===== src/hdl/cotp_pkg.sv =====
`timescale 1ns / 1ps

package cotp_pkg;

    localparam int ANGLE_BITS    = 16;
    localparam int CORDIC_STAGES = 18;
    localparam int CORDIC_CELLS  = (CORDIC_STAGES < 30) ? CORDIC_STAGES : 30;
    localparam int SQRT1_CELLS   = 30;
    localparam int SQRT2_CELLS   = 18;
    localparam int OUT_DEPTH_W   = 8;

    localparam logic [31:0] PHASE_MASK = ~((32'd1 << (32 - ANGLE_BITS)) - 32'd1);
    localparam logic signed [33:0] CORDIC_GAIN  = 34'sd652032874;
    localparam logic signed [33:0] QUARTER_TURN = 34'sd1073741824;
    localparam logic signed [33:0] HALF_TURN    = 34'sd2147483648;

    typedef enum logic [1:0] {
        REG_MAJOR_RADIUS = 2'd0,
        REG_OVAL_A       = 2'd1,
        REG_OVAL_B       = 2'd2,
        REG_NONE         = 2'd3
    } reg_index_t;

    typedef struct packed {
        logic signed [33:0] x;
        logic signed [33:0] y;
        logic signed [33:0] z;
    } rot_t;

    typedef struct packed {
        rot_t r;
        logic flip;
    } lane_t;

    // One rotator per angle: u, v and 2v
    typedef struct packed {
        lane_t u;
        lane_t v;
        lane_t w;
    } cord_t;

    typedef struct packed {
        logic signed [31:0] cu;
        logic signed [31:0] su;
        logic signed [31:0] cv;
        logic signed [31:0] sv;
        logic signed [31:0] c2v;
        logic signed [33:0] c;
        logic [57:0]        csq;
        logic [59:0]        rad;
        logic [29:0]        root;
        logic [33:0]        rem;
        logic               ok;
        logic signed [19:0] rsv;
        logic signed [19:0] rcv;
        logic signed [20:0] w;
        logic signed [22:0] px;
        logic signed [22:0] pz;
        logic [18:0]        x;
        logic [18:0]        y;
        logic [18:0]        z;
    } pt_t;

    // atan(2^-i) in units of 2^-32 turn
    function automatic logic [31:0] atan_turn(input logic [4:0] idx);
        logic [31:0] t;
        case (idx)
            5'd0:    t = 32'h20000000;
            5'd1:    t = 32'h12E4051E;
            5'd2:    t = 32'h09FB385B;
            5'd3:    t = 32'h051111D4;
            5'd4:    t = 32'h028B0D43;
            5'd5:    t = 32'h0145D7E1;
            5'd6:    t = 32'h00A2F61E;
            5'd7:    t = 32'h00517C55;
            5'd8:    t = 32'h0028BE53;
            5'd9:    t = 32'h00145F2F;
            5'd10:   t = 32'h000A2F98;
            5'd11:   t = 32'h000517CC;
            5'd12:   t = 32'h00028BE6;
            5'd13:   t = 32'h000145F3;
            5'd14:   t = 32'h0000A2FA;
            5'd15:   t = 32'h0000517D;
            5'd16:   t = 32'h000028BE;
            5'd17:   t = 32'h0000145F;
            5'd18:   t = 32'h00000A30;
            5'd19:   t = 32'h00000518;
            5'd20:   t = 32'h0000028C;
            5'd21:   t = 32'h00000146;
            5'd22:   t = 32'h000000A3;
            5'd23:   t = 32'h00000051;
            5'd24:   t = 32'h00000029;
            5'd25:   t = 32'h00000014;
            5'd26:   t = 32'h0000000A;
            5'd27:   t = 32'h00000005;
            5'd28:   t = 32'h00000003;
            5'd29:   t = 32'h00000001;
            default: t = 32'h00000000;
        endcase
        return t;
    endfunction

endpackage


===== src/hdl/cotp_sqrt_cell.sv =====
`timescale 1ns / 1ps

module cotp_sqrt_cell
    import cotp_pkg::*;
(
    input  logic clk,
    input  logic rst_n,
    input  logic in_valid,
    output logic in_ready,
    input  pt_t  in_data,
    output logic out_valid,
    input  logic out_ready,
    output pt_t  out_data
);

    logic        valid_reg;
    pt_t         data_reg;
    pt_t         data_next;
    logic [33:0] rem_sh;
    logic [33:0] trial;

    // One root bit: bring down the next radicand pair, try subtracting 4*root+1
    always_comb
    begin
        rem_sh    = {in_data.rem[31:0], in_data.rad[59:58]};
        trial     = {2'b00, in_data.root, 2'b01};
        data_next = in_data;
        data_next.rad = {in_data.rad[57:0], 2'b00};
        if (rem_sh >= trial)
        begin
            data_next.rem  = rem_sh - trial;
            data_next.root = {in_data.root[28:0], 1'b1};
        end
        else
        begin
            data_next.rem  = rem_sh;
            data_next.root = {in_data.root[28:0], 1'b0};
        end
    end

    assign in_ready  = !valid_reg || out_ready;
    assign out_valid = valid_reg;
    assign out_data  = data_reg;

    always_ff @(posedge clk or negedge rst_n)
    begin
        if (!rst_n)
            valid_reg <= 1'b0;
        else if (in_ready)
            valid_reg <= in_valid;
    end

    always_ff @(posedge clk)
    begin
        if (in_ready && in_valid)
            data_reg <= data_next;
    end

endmodule


===== config.mk =====
export PLATFORM = sky130hd
export DESIGN_NAME = cotp_sqrt_cell
export DESIGN_NICKNAME = d
export VERILOG_FILES = /design/src/hdl/cotp_pkg.sv /design/src/hdl/cotp_sqrt_cell.sv
export SDC_FILE = /design/constraint.sdc
export NUM_CORES = 1
export LEC_CHECK = 0
export BUFFER_PORTS_ARGS = -buffer_cell sky130_fd_sc_hd__buf_2
export CAP_MARGIN = 20
export CORE_AREA = 2 2 427 429
export CTS_BUF_LIST = sky130_fd_sc_hd__clkbuf_8
export DETAILED_ROUTE_END_ITERATION = 10
export DIE_AREA = 0 0 429 431
export PLACE_DENSITY = 0.3
export SETUP_SLACK_MARGIN = 0.15
export SYNTH_ARGS = -nofsm -noshare
export SYNTH_HDL_FRONTEND = slang
export SYNTH_SLANG_ARGS = --single-unit

===== constraint.sdc =====
create_clock -name clk -period 15.3 [get_ports clk]
set_input_delay 4.59 -clock clk [delete_from_list [all_inputs] [get_ports clk]]
set_output_delay 4.59 -clock clk [all_outputs]
set_load 0.03 [all_outputs]

==> results.json <==
{
  "outcome": "finished, final reports clean",
  "finalCritPeriodShare_pct": 64.33,
  "start_util_pct": 10.21,
  "irDropWorstVdd_v": 0.00005461,
  "route.detailed.drc": 0,
  "ctsHoldBuffers": 0,
  "wl_per_cell_um": 24.48,
  "dp_hpwl_mm": 92.98,
  "critPathCaptureType": "output port",
  "avgSynthCellArea_um2": 20.86,
  "wirelength_mm": 111.5,
  "die_w_um": 429,
  "clkTransAtPathRegs_ns": 0.04,
  "vias_per_cell": 2.957,
  "max_freq_mhz": 101.6,
  "path_class": "in -> out",
  "numCtsBuffers": 113,
  "clock_path_buffers": 3,
  "path_max_fanout": 3,
  "clk_latency_ns": 0.84,
  "drive_above_1_share_pct": 57.76,
  "post_cts_resized": 0,
  "fin_setup_tns_ns": 0,
  "final_hold_viol_count": 0,
  "regArea_um2": 16210,
  "postRouteAntennaNets": 0,
  "fillers": 20162,
  "die_area_um2": 184900,
  "grt_pass1_wl_mm": 139.6,
  "worstPathRequired_ns": 10.71,
  "drv_cap": 0,
  "yosys_register_bits": 540,
  "slew_headroom_pct": 31.64,
  "tightest_slew_ns": 1.025,
  "vias": 13471,
  "muxShareOfSynthArea_pct": 0.1768,
  "fin_crit_ns": 9.843,
  "crit_path_start_kind": "input pin",
  "yosysWarnings": 0,
  "first_global_vias": 13675,
  "synthAdderAreaFrac_pct": 2.176,
  "grt_max_degree": 136,
  "netlist_area_um2": 18400,
  "critPathArrivalTime_ns": 5.25,
  "dr.pass1.iters": 4,
  "drt_iter0_drc": 671,
  "grt-ovfl-total": 0,
  "multi_input_area_um2": 1982,
  "nNetsFinal": 2654,
  "fin_area_um2": 29270,
  "async_reset_ff_share_pct": 0.1852,
  "hp-class": "reg -> reg",
  "tritoncts": "yes",
  "leakage_uw": 0.01191,
  "core-area_um2": 180200,
  "clkSinkCount": 540,
  "antenna_found_initial": 113,
  "synth-seq-area-share_pct": 88.10,
  "fp.dieH_um": 431,
  "skew_ns": 0.04202,
  "synth_compound_area_share_pct": 4.311,
  "placed_cell_area_um2": 26810,
  "cts_root_buffer": "clkbuf_8",
  "setup_viol": 0,
  "yosys.area_share.simple_pct": 2.530,
  "rsz0062_at_grt": "no",
  "postCtsSetupBuffers": 0,
  "ios": 1088,
  "synth-xor-area-share_pct": 1.523,
  "grt.total_usage_pct": 11.59,
  "gp_congestion": 0.8258,
  "synth_cells": 882,
  "area_growth_pct": 59.07,
  "maxSlewViolCount": 0,
  "synth_edf_count": 539,
  "p_per_area_nw_per_um2": 136.8,
  "port_buffers": 1083,
  "h-tree-depth": 3,
  "num_rows": 156,
  "synth_top_family_by_area": "compound AO/OA/AOI/OAI gates",
  "synthFlopType": "edfxtp_1",
  "dp.cells": 4332,
  "fin_cells": 4556,
  "synth_cell_types": 50
}
## through the flow
step	setup slack, ns	util [%]	power [µW]	hold WS, ns
after floorplan	3.265	-	2087	0.9251
after global placement	5.473	14.88	2332	0.7125
after detailed placement	5.486	14.88	2332	0.7198
after CTS	5.483	16.23	4122	0.7316
after global routing	5.457	16.24	4191	0.7881
final	5.457	16.25	4005	0.7443
## where the power goes
part           internal (µW)  switching [µW]
clock network            972             748
logic                    144             371
registers               1740            30.2
total                   2860            1150
## flip-flops by register name, indices dropped and copies added (netlist names)
| signal | cells |
|---|---|
| out_data | 539 |
| out_valid | 1 |
## cells in the mapped netlist, types with 2 or more instances
cell,instances,share of area [%]
a211oi_1,2,0.082
a21o_1,24,0.98
buf_4,3,0.12
a21oi_1,23,0.63
o21a_1,6,0.24
o21bai_1,2,0.082
xor2_1,18,0.86
nand4_1,2,0.068
nand3_1,7,0.19
nand2_1,47,0.96
edfxtp_1,539,88
xnor2_1,14,0.67
and2_1,3,0.10
and3_1,7,0.24
buf_2,2,0.054
nand2b_1,6,0.20
mux2_1,2,0.12
inv_1,34,0.69
ha_1,32,2.2
buf_6,2,0.12
a31oi_1,10,0.34
clkbuf_1,6,0.12
o21ai_1,4,0.11
nor2b_1,6,0.20
o21ai_0,35,0.95
nor3_1,2,0.054
nor2_1,19,0.39
a211o_1,3,0.14
## layout by cell type (no fill, tap or decap), types with 19 or more instances in the layout
cell type / instances
inv_1: 59
a21o_1: 24
ha_1: 32
edfxtp_1: 539
buf_2: 1083
nand2_1: 47
clkbuf_8: 115
nor2_1: 19
a21oi_1: 23
clkinv_1: 27
clkinv_2: 19
o21ai_0: 35
## worst max-delay path, stage by stage
cell      delay, ns
buf_2          0.07
nand2b_1       0.31
buf_2          0.28
## area by class of cell
type                       count  area share, %
sequential                   540          55.38
clock inverter                94          2.868
multi-input combinational    294          6.771
inverter                      35         0.4489
antenna                       15         0.1282
tap                         2370          10.13
timing repair buffer        1093          18.86
clock buffer                 115          5.408
## metal layers
| layer | up-vias | GRT usage, % | wire, µm |
|---|---|---|---|
| met4 | 10 | 3.093 | 3378 |
| met3 | 293 | 5.074 | 10410 |
| li1 | 5884 | - | - |
| met5 | - | 0 | 56 |
| met2 | 724 | 20.82 | 57390 |
| met1 | 6560 | 12.28 | 40310 |
## cells by family after synthesis
logic type      count (synthesis)
flops                         540
compound gates                123
simple gates                  102
buf+inv                        49
fa+ha+maj                      32
xor+xnor                       32
mux                             3
other cells                     1
## worst paths after layout
check	end	cells after the start	from	slack, ns
setup / recovery	in_ready	3	out_ready	5.46
hold / removal	out_valid	2	out_valid	0.74
setup reg to reg	out_data[14]	4	out_valid	12.02
hold reg to reg	out_valid	2	out_valid	0.74
max in group asynchronous	out_valid	1	rst_n	11.66
min in group asynchronous	out_valid	1	rst_n	3.56
No activity file was read; power rests on OpenSTA's default activity.
